[src/design/rfae_pkg.sv]
`timescale 1ns / 1ps

package rfae_pkg;

  localparam int unsigned NUM_REGS   = 32;
  localparam int unsigned DATA_WIDTH = 32;
  localparam int unsigned REG_AW     = (NUM_REGS > 1) ? $clog2(NUM_REGS) : 1;
  localparam int unsigned FUNC_W     = 3;
  localparam int unsigned REG_IDX_W  = 5;
  localparam int unsigned IMM_W      = 32;
  localparam int unsigned OUT_W      = 32;
  localparam int unsigned DIV_CNT_W  = $clog2(DATA_WIDTH + 1);

  typedef enum logic [FUNC_W-1:0] {
    FUNC_MOV_REG = 3'd0,
    FUNC_MOV_IMM = 3'd1,
    FUNC_ADD     = 3'd2,
    FUNC_SUB     = 3'd3,
    FUNC_MUL     = 3'd4,
    FUNC_DIV     = 3'd5,
    FUNC_MOD     = 3'd6
  } func_e;

  typedef struct packed {
    logic                  done;
    logic [DATA_WIDTH-1:0] quotient;
    logic [DATA_WIDTH-1:0] remainder;
  } div_rsp_t;

endpackage

[src/design/rfae_if.sv]
`timescale 1ns / 1ps

interface rfae_in_if;
  logic                                 valid;
  logic                                 ready;
  logic [rfae_pkg::FUNC_W-1:0]          func;
  logic [rfae_pkg::REG_IDX_W-1:0]       dest_reg;
  logic [rfae_pkg::REG_IDX_W-1:0]       src_a_reg;
  logic [rfae_pkg::REG_IDX_W-1:0]       src_b_reg;
  logic signed [rfae_pkg::IMM_W-1:0]    immediate;

  modport source (
    output valid, func, dest_reg, src_a_reg, src_b_reg, immediate,
    input  ready
  );
  modport sink (
    input  valid, func, dest_reg, src_a_reg, src_b_reg, immediate,
    output ready
  );
endinterface

interface rfae_out_if;
  logic                                 valid;
  logic                                 ready;
  logic signed [rfae_pkg::OUT_W-1:0]    written_value;
  logic                                 error_code;

  modport source (
    output valid, written_value, error_code,
    input  ready
  );
  modport sink (
    input  valid, written_value, error_code,
    output ready
  );
endinterface

[src/design/rfae_ram.sv]
`timescale 1ns / 1ps

module rfae_ram #(
  parameter int unsigned WIDTH = 32,
  parameter int unsigned DEPTH = 32
) (
  input  logic                                     clk_i,
  input  logic                                     we_i,
  input  logic [((DEPTH > 1) ? $clog2(DEPTH) : 1)-1:0] waddr_i,
  input  logic [WIDTH-1:0]                         wdata_i,
  input  logic                                     re_i,
  input  logic [((DEPTH > 1) ? $clog2(DEPTH) : 1)-1:0] raddr_i,
  output logic [WIDTH-1:0]                         rdata_o
);

  logic [WIDTH-1:0] mem_q [DEPTH];
  logic [WIDTH-1:0] rdata_q;

  always_ff @(posedge clk_i) begin
    if (we_i) begin
      mem_q[waddr_i] <= wdata_i;
    end
    if (re_i) begin
      rdata_q <= mem_q[raddr_i];
    end
  end

  assign rdata_o = rdata_q;

endmodule

[src/design/rfae_div.sv]
`timescale 1ns / 1ps

module rfae_div (
  input  logic                                clk_i,
  input  logic                                rst_ni,
  input  logic                                start_i,
  input  logic [rfae_pkg::DATA_WIDTH-1:0]     dividend_i,
  input  logic [rfae_pkg::DATA_WIDTH-1:0]     divisor_i,
  output rfae_pkg::div_rsp_t                  rsp_o
);

  localparam int unsigned DW = rfae_pkg::DATA_WIDTH;
  localparam int unsigned CW = rfae_pkg::DIV_CNT_W;

  logic          busy_q;
  logic [CW-1:0] cnt_q;
  logic [DW-1:0] quo_q;
  logic [DW-1:0] rem_q;
  logic [DW-1:0] dvs_q;
  logic [DW:0]   shifted;
  logic [DW:0]   diff;
  logic          fits;

  assign shifted = {rem_q, quo_q[DW-1]};
  assign fits    = (shifted >= {1'b0, dvs_q});
  assign diff    = shifted - {1'b0, dvs_q};

  always_ff @(posedge clk_i or negedge rst_ni) begin
    if (!rst_ni) begin
      busy_q <= 1'b0;
      cnt_q  <= '0;
    end else if (start_i) begin
      busy_q <= 1'b1;
      cnt_q  <= CW'(DW);
    end else if (busy_q && (cnt_q != '0)) begin
      cnt_q <= cnt_q - CW'(1);
    end else if (busy_q) begin
      busy_q <= 1'b0;
    end
  end

  always_ff @(posedge clk_i) begin
    if (start_i) begin
      quo_q <= dividend_i;
      rem_q <= '0;
      dvs_q <= divisor_i;
    end else if (busy_q && (cnt_q != '0)) begin
      quo_q <= {quo_q[DW-2:0], fits};
      rem_q <= fits ? diff[DW-1:0] : shifted[DW-1:0];
    end
  end

  assign rsp_o.done      = busy_q && (cnt_q == '0);
  assign rsp_o.quotient  = quo_q;
  assign rsp_o.remainder = rem_q;

endmodule

[src/design/register_file_alu_execute.sv]
`timescale 1ns / 1ps

// Channel   Port    Dir  Contents
// request   req_i   in   func, dest_reg, src_a_reg, src_b_reg, immediate
// result    rsp_o   out  written_value, error_code
//
// One request at a time: moves, add, sub and mul pass through S_EXEC and S_WB,
// and div and mod by a nonzero divisor also wait in S_DIV for the radix-2 divider.
// A request is taken only when the unit is idle; the result register lets the
// next request in while the previous result waits. A stalled result holds the
// write back and the register file. Reset clears the file through valid bits.

module register_file_alu_execute (
  input  logic      clk_i,
  input  logic      rst_ni,
  rfae_in_if.sink   req_i,
  rfae_out_if.source rsp_o
);

  localparam int unsigned DW = rfae_pkg::DATA_WIDTH;
  localparam int unsigned AW = rfae_pkg::REG_AW;
  localparam int unsigned NR = rfae_pkg::NUM_REGS;

  localparam logic [1:0] S_IDLE = 2'd0;
  localparam logic [1:0] S_EXEC = 2'd1;
  localparam logic [1:0] S_DIV  = 2'd2;
  localparam logic [1:0] S_WB   = 2'd3;

  logic [1:0]                    state_q, state_d;
  logic [NR-1:0]                 vld_q;
  logic                          out_valid_q;
  logic [rfae_pkg::OUT_W-1:0]    out_value_q;
  logic                          out_err_q;

  logic [rfae_pkg::FUNC_W-1:0]   func_q;
  logic [AW-1:0]                 dest_q;
  logic                          dest_ok_q;
  logic [DW-1:0]                 imm_q;
  logic                          vld_a_q, vld_b_q;
  logic [DW-1:0]                 res_q, res_d;
  logic                          err_q, err_d;
  logic                          we_q, we_d;
  logic                          a_neg_q, b_neg_q;
  logic [DW-1:0]                 b_q;

  logic                          accept;
  logic                          wb_fire;
  logic                          ram_we;
  logic [AW-1:0]                 addr_a, addr_b;
  logic                          ok_a, ok_b;
  logic [DW-1:0]                 rdata_a, rdata_b;
  logic [DW-1:0]                 a_v, b_v;
  logic [DW-1:0]                 a_mag, b_mag;
  logic [DW-1:0]                 prod;
  logic [DW-1:0]                 rem_s;
  logic                          div_start;
  rfae_pkg::div_rsp_t            div_rsp;

  assign accept  = req_i.valid && req_i.ready;
  assign wb_fire = (state_q == S_WB) && (!out_valid_q || rsp_o.ready);
  assign ram_we  = wb_fire && we_q && dest_ok_q;

  assign addr_a = AW'(req_i.src_a_reg);
  assign addr_b = AW'(req_i.src_b_reg);
  assign ok_a   = (32'(req_i.src_a_reg) < 32'(NR));
  assign ok_b   = (32'(req_i.src_b_reg) < 32'(NR));

  rfae_ram #(.WIDTH(DW), .DEPTH(NR)) u_ram_a (
    .clk_i   (clk_i),
    .we_i    (ram_we),
    .waddr_i (dest_q),
    .wdata_i (res_q),
    .re_i    (accept),
    .raddr_i (addr_a),
    .rdata_o (rdata_a)
  );

  rfae_ram #(.WIDTH(DW), .DEPTH(NR)) u_ram_b (
    .clk_i   (clk_i),
    .we_i    (ram_we),
    .waddr_i (dest_q),
    .wdata_i (res_q),
    .re_i    (accept),
    .raddr_i (addr_b),
    .rdata_o (rdata_b)
  );

  assign a_v   = vld_a_q ? rdata_a : '0;
  assign b_v   = vld_b_q ? rdata_b : '0;
  assign a_mag = a_v[DW-1] ? (DW'(0) - a_v) : a_v;
  assign b_mag = b_v[DW-1] ? (DW'(0) - b_v) : b_v;
  assign prod  = DW'(a_v * b_v);

  assign rem_s = a_neg_q ? (DW'(0) - div_rsp.remainder) : div_rsp.remainder;

  rfae_div u_div (
    .clk_i      (clk_i),
    .rst_ni     (rst_ni),
    .start_i    (div_start),
    .dividend_i (a_mag),
    .divisor_i  (b_mag),
    .rsp_o      (div_rsp)
  );

  always_comb begin
    state_d   = state_q;
    res_d     = res_q;
    err_d     = err_q;
    we_d      = we_q;
    div_start = 1'b0;
    case (state_q)
      S_IDLE: begin
        if (accept) begin
          state_d = S_EXEC;
        end
      end
      S_EXEC: begin
        res_d   = '0;
        err_d   = 1'b0;
        we_d    = 1'b1;
        state_d = S_WB;
        case (func_q)
          rfae_pkg::FUNC_MOV_REG: res_d = a_v;
          rfae_pkg::FUNC_MOV_IMM: res_d = imm_q;
          rfae_pkg::FUNC_ADD:     res_d = a_v + b_v;
          rfae_pkg::FUNC_SUB:     res_d = a_v - b_v;
          rfae_pkg::FUNC_MUL:     res_d = prod;
          rfae_pkg::FUNC_DIV, rfae_pkg::FUNC_MOD: begin
            if (b_v == '0) begin
              err_d = 1'b1;
              we_d  = 1'b0;
            end else begin
              div_start = 1'b1;
              state_d   = S_DIV;
            end
          end
          default: we_d = 1'b0;
        endcase
      end
      S_DIV: begin
        if (div_rsp.done) begin
          state_d = S_WB;
          if (func_q == rfae_pkg::FUNC_DIV) begin
            res_d = (a_neg_q != b_neg_q) ? (DW'(0) - div_rsp.quotient) : div_rsp.quotient;
          end else begin
            res_d = rem_s[DW-1] ? (rem_s + b_q) : rem_s;
          end
        end
      end
      S_WB: begin
        if (wb_fire) begin
          state_d = S_IDLE;
        end
      end
      default: state_d = S_IDLE;
    endcase
  end

  always_ff @(posedge clk_i or negedge rst_ni) begin
    if (!rst_ni) begin
      state_q     <= S_IDLE;
      vld_q       <= '0;
      out_valid_q <= 1'b0;
    end else begin
      state_q <= state_d;
      if (ram_we) begin
        vld_q[dest_q] <= 1'b1;
      end
      if (wb_fire) begin
        out_valid_q <= 1'b1;
      end else if (rsp_o.ready) begin
        out_valid_q <= 1'b0;
      end
    end
  end

  always_ff @(posedge clk_i) begin
    if (accept) begin
      func_q    <= req_i.func;
      dest_q    <= AW'(req_i.dest_reg);
      dest_ok_q <= (32'(req_i.dest_reg) < 32'(NR));
      imm_q     <= DW'(req_i.immediate);
      vld_a_q   <= ok_a && vld_q[addr_a];
      vld_b_q   <= ok_b && vld_q[addr_b];
    end
    if (div_start) begin
      a_neg_q <= a_v[DW-1];
      b_neg_q <= b_v[DW-1];
      b_q     <= b_v;
    end
    res_q <= res_d;
    err_q <= err_d;
    we_q  <= we_d;
    if (wb_fire) begin
      out_value_q <= we_q ? rfae_pkg::OUT_W'($signed(res_q)) : '0;
      out_err_q   <= err_q;
    end
  end

  assign req_i.ready         = (state_q == S_IDLE);
  assign rsp_o.valid         = out_valid_q;
  assign rsp_o.written_value = out_value_q;
  assign rsp_o.error_code    = out_err_q;

endmodule

[src/flat_wrapper.sv]
// flat-port wrapper written by rule: the top's interface ports become plain ports
module register_file_alu_execute_flat 
  (clk_i, rst_ni, req_i_valid, req_i_func, req_i_dest_reg, req_i_src_a_reg, req_i_src_b_reg, req_i_immediate, req_i_ready, rsp_o_valid, rsp_o_written_value, rsp_o_error_code, rsp_o_ready);
  rfae_in_if req_i_i ();
  rfae_out_if rsp_o_i ();
  input  logic clk_i;
  input  logic rst_ni;
  input wire logic [$bits(req_i_i.valid)-1:0] req_i_valid;
  input wire logic [$bits(req_i_i.func)-1:0] req_i_func;
  input wire logic [$bits(req_i_i.dest_reg)-1:0] req_i_dest_reg;
  input wire logic [$bits(req_i_i.src_a_reg)-1:0] req_i_src_a_reg;
  input wire logic [$bits(req_i_i.src_b_reg)-1:0] req_i_src_b_reg;
  input wire logic [$bits(req_i_i.immediate)-1:0] req_i_immediate;
  output wire logic [$bits(req_i_i.ready)-1:0] req_i_ready;
  output wire logic [$bits(rsp_o_i.valid)-1:0] rsp_o_valid;
  output wire logic [$bits(rsp_o_i.written_value)-1:0] rsp_o_written_value;
  output wire logic [$bits(rsp_o_i.error_code)-1:0] rsp_o_error_code;
  input wire logic [$bits(rsp_o_i.ready)-1:0] rsp_o_ready;
  assign req_i_i.valid = req_i_valid;
  assign req_i_i.func = req_i_func;
  assign req_i_i.dest_reg = req_i_dest_reg;
  assign req_i_i.src_a_reg = req_i_src_a_reg;
  assign req_i_i.src_b_reg = req_i_src_b_reg;
  assign req_i_i.immediate = req_i_immediate;
  assign req_i_ready = req_i_i.ready;
  assign rsp_o_valid = rsp_o_i.valid;
  assign rsp_o_written_value = rsp_o_i.written_value;
  assign rsp_o_error_code = rsp_o_i.error_code;
  assign rsp_o_i.ready = rsp_o_ready;
  register_file_alu_execute u_core (.clk_i(clk_i), .rst_ni(rst_ni), .req_i(req_i_i), .rsp_o(rsp_o_i));
endmodule
[config.mk]
export PLATFORM = sky130hd
export DESIGN_NAME = register_file_alu_execute_flat
export DESIGN_NICKNAME = d
export VERILOG_FILES = /design/src/design/rfae_pkg.sv /design/src/design/rfae_if.sv /design/src/design/rfae_ram.sv /design/src/design/rfae_div.sv /design/src/design/register_file_alu_execute.sv /design/src/flat_wrapper.sv
export SDC_FILE = /design/constraint.sdc
export NUM_CORES = 2
export LEC_CHECK = 0
export ABC_CLOCK_PERIOD_IN_PS = 10900
export BUFFER_PORTS_ARGS = -buffer_cell sky130_fd_sc_hd__buf_4
export CELL_PAD_IN_SITES_DETAIL_PLACEMENT = 1
export CELL_PAD_IN_SITES_GLOBAL_PLACEMENT = 1
export CORE_MARGIN = 5
export CORE_UTILIZATION = 35
export CTS_CLUSTER_DIAMETER = 30
export DETAILED_ROUTE_END_ITERATION = 10
export GPL_ROUTABILITY_DRIVEN = 1
export GPL_TIMING_DRIVEN = 0
export PLACE_DENSITY_LB_ADDON = 0.12
export SLEW_MARGIN = 20
export SYNTH_ARGS = -nofsm -noshare
export SYNTH_HDL_FRONTEND = slang
export SYNTH_SLANG_ARGS = --single-unit
export TNS_END_PERCENT = 20
[constraint.sdc]
create_clock -name clk_i -period 10.9 [get_ports clk_i]
set_input_delay 1.09 -clock clk_i [delete_from_list [all_inputs] [get_ports clk_i]]
set_output_delay 1.09 -clock clk_i [all_outputs]
set_load 0.1 [all_outputs]
==> flow_summary.toml <==
[outcome]
outcome = "complete, no violations"

[clocking]
cts.sink_count = 1367
clk_latency_ns = 0.93
cts_root_buffer = "clkbuf_16"
cts_tree = "yes"
cts_max_level = 5
cts_buffer_depth = 4
cts_buffers = 335
postCtsSetupBuffers = 0
path_clk_slew_ns = 0.05

[global_routing]
antenna_found_initial = 35
grt_pass1_wl_um = 479000
grt_pass1_vias = 61256
grt_overflow = 0
track_usage = 0.272
grt_max_degree = 55

[critical_path]
worst_r2r_endpoint = "u_core.res_q[29]"
crit_slowest_cell = "o22ai_1"
reg2reg_depth = 29
cp.required_ns = 11.47
crit_path_start_kind = "flop"
worstSetupPathDepth = 29
critPathKind = "flop to flop"
crit_fanout = 10
end_kind = "flop"
r2r_slack_ns = 0.31
worstPathArrival_ns = 11.16
rr_startpoint = "u_core.vld_b_q"
cpMostUsedCell = "fa_1"
crit_family = "adder cells"
path_buf_inv = 10
crit_start = "u_core.vld_b_q"
crit_path_end = "u_core.res_q[29]"
crit_path_max_incr_delay_ns = 0.82

[finish]
final_cell_mix = "1,293 x edfxtp_1, 660 x mux4_2, 513 x nor2_1, 484 x inv_1, 467 x nand2_1"
fin_area_um2 = 102000
final-instance-count-excl-fill = 9940
syn2layout_area_growth_pct = 21.8
drive_above_1_share = 0.238
final_nets = 7200
mostFrequentLayoutCell = "edfxtp_1"
finish.utilization = 0.429

[hold_path]
hold_path_class = "primary input to async pin"

[power_and_ir_drop]
leakage_uw = 0.0373
p_total_uw = 30600
vdd_drop_max_mv = 0.274
power_density_nw_per_um2 = 299

[drt]
drt_iter0_drc = 5696
wl_um = 344000
drc_errors = 0
vias = 57632
routed_via_density = 5.80
drt-wirelength-per-cell_um = 34.6
drtAntennaViolNets = 0
drt_first_pass_iters = 6

[die]
rows = 179
pin_count = 89
core_um2 = 238000
initial_utilization = 0.352
fp.dieH_um = 500
dieArea_um2 = 250000
fp.dieW_um = 500

[logic_synthesis]
synth_adder_area_share = 0.132
synth_xor_area_frac = 0.0321
ys_warn_count = 0
synth-edff-count = 1293
yosysSeqAreaShare = 0.483
synth_compound_area_frac = 0.0549
synth.cell_area_um2 = 83900
synth_mux_area_frac = 0.188
syn_nets = 6677
syn_avg_cell_area_um2 = 14.0
synth_simple_gate_area_share = 0.0723
synthCells = 5984
synth_top_family_by_area = "multiplexers"
synth-seq-cells = 1367
synth.distinct_cells = 83
synthArstFlopShare = 0.0307
ys.flop_type = "edfxtp_1"

[placed_design]
numPortBuffers = 78
dpl.cell_count = 9321
dp.final_hpwl_um = 255000
place_area_um2 = 90700
gp_congestion = 0.969

[sta]
setup_violations = 0
finalCriticalPeriod_ns = 10.59
rsz0062_at_grt = "no"
max_slew_margin = 0.206
max_slew.worst_pin.slew_ns = 1.19
drv_slew = 0
hold_violations = 0
max_freq_ghz = 0.0944
timing.final.crit_share = 0.972
skew_ns = 0.102

[run]
max_cap_violations = 0
==> worst min-delay path by stage <==
| stage | start | to | slack (ns) | cells after the start |
|---|---|---|---|---|
| after floorplan | u_core.err_q | u_core.rsp_o.error_code | 0.40 | 0 |
| after global placement | u_core.vld_q[26] | u_core.vld_q[26] | 0.46 | 1 |
| after detailed placement | u_core.err_q | u_core.rsp_o.error_code | 0.45 | 0 |
| after CTS | rst_ni | u_core.u_div.cnt_q[4] | 0.22 | 1 |
| after global routing | rst_ni | u_core.u_div.cnt_q[4] | 0.26 | 1 |
| final | rst_ni | u_core.rsp_o.valid | 0.25 | 1 |
==> sequential cells by signal (all words and copies together) (netlist names), 2 cells and up <==
register                    flops
u_core.u_ram_b.mem_q         1024
u_core.dest_q                   5
u_core.u_div.quo_q             32
u_core.imm_q                   32
u_core.u_div.dvs_q             32
u_core.u_div.rem_q             32
u_core.rsp_o.written_value     32
u_core.func_q                   3
u_core.b_q                     31
u_core.u_ram_a.rdata_o         32
u_core.state_q                  2
u_core.u_div.cnt_q              6
u_core.res_q                   32
u_core.vld_q                   32
u_core.u_ram_b.rdata_o         32
==> routing by layer <==
metal	part of all wire	up-vias	global-route usage
met1	0.40	30907	0.357
met2	0.48	2537	0.449
met5	0.000087	-	0
li1	-	23506	-
met4	0.046	4	0.114
met3	0.071	678	0.0477
==> cells in the mapped netlist, types with 75 or more instances <==
master	count	area [µm²]
clkbuf_1	254	953
ha_1	228	2850
nor2_1	545	2050
fa_1	411	8230
mux4_2	660	14900
edfxtp_1	1293	38800
o21ai_0	147	736
inv_1	484	1820
and2_1	75	469
xnor2_1	226	1980
nand2_1	473	1780
a21oi_1	182	911
==> kinds of logic (layout without fill, tap and decap cells) <==
kind of cell               count (synthesis)  after routing
AOI/OAI and AO/OA                        712            712
xor gates and xnor gates                 300            300
adders and majority gates                640            640
buffers and inverters                    840           1616
DFF                                     1367           1367
muxes                                    742            742
other                                      0             13
and+or+nand+nor                         1383           1383
==> timing repair <==
item | CTS | global route
gates resized for setup | 12 | 11
endpoints found under the setup margin | 19 | 4
hold buffers | 0 | 0
==> power by group <==
part / switching (µW) / internal [µW]
sequential: 820 / 7010
clock: 3090 / 6810
combinational: 8390 / 4470
total: 12300 / 18300
==> area by class of cell <==
type / count / area, µm²
inverters: 514 / 1940
well taps: 3167 / 3960
repair buffers: 187 / 2790
clock inverters: 199 / 2320
plain buffers: 325 / 1330
multi-input cells: 3777 / 40500
fillers: 24061 / 136000
flip-flops and latches: 1367 / 40500
diodes: 13 / 32.5
clock buffers: 391 / 8820
==> stage by stage <==
stage,worst slack (ns),hold WS (ns),setup TNS [ns]
after CTS,0.113,0.222,0
after detailed placement,-1.51,0.453,-16.71
after floorplan,2.80,0.400,0
after global placement,-1.75,0.464,-19.97
final,0.309,0.254,0
after global routing,0.0852,0.262,0
Power figures use the tool's default switching activity.
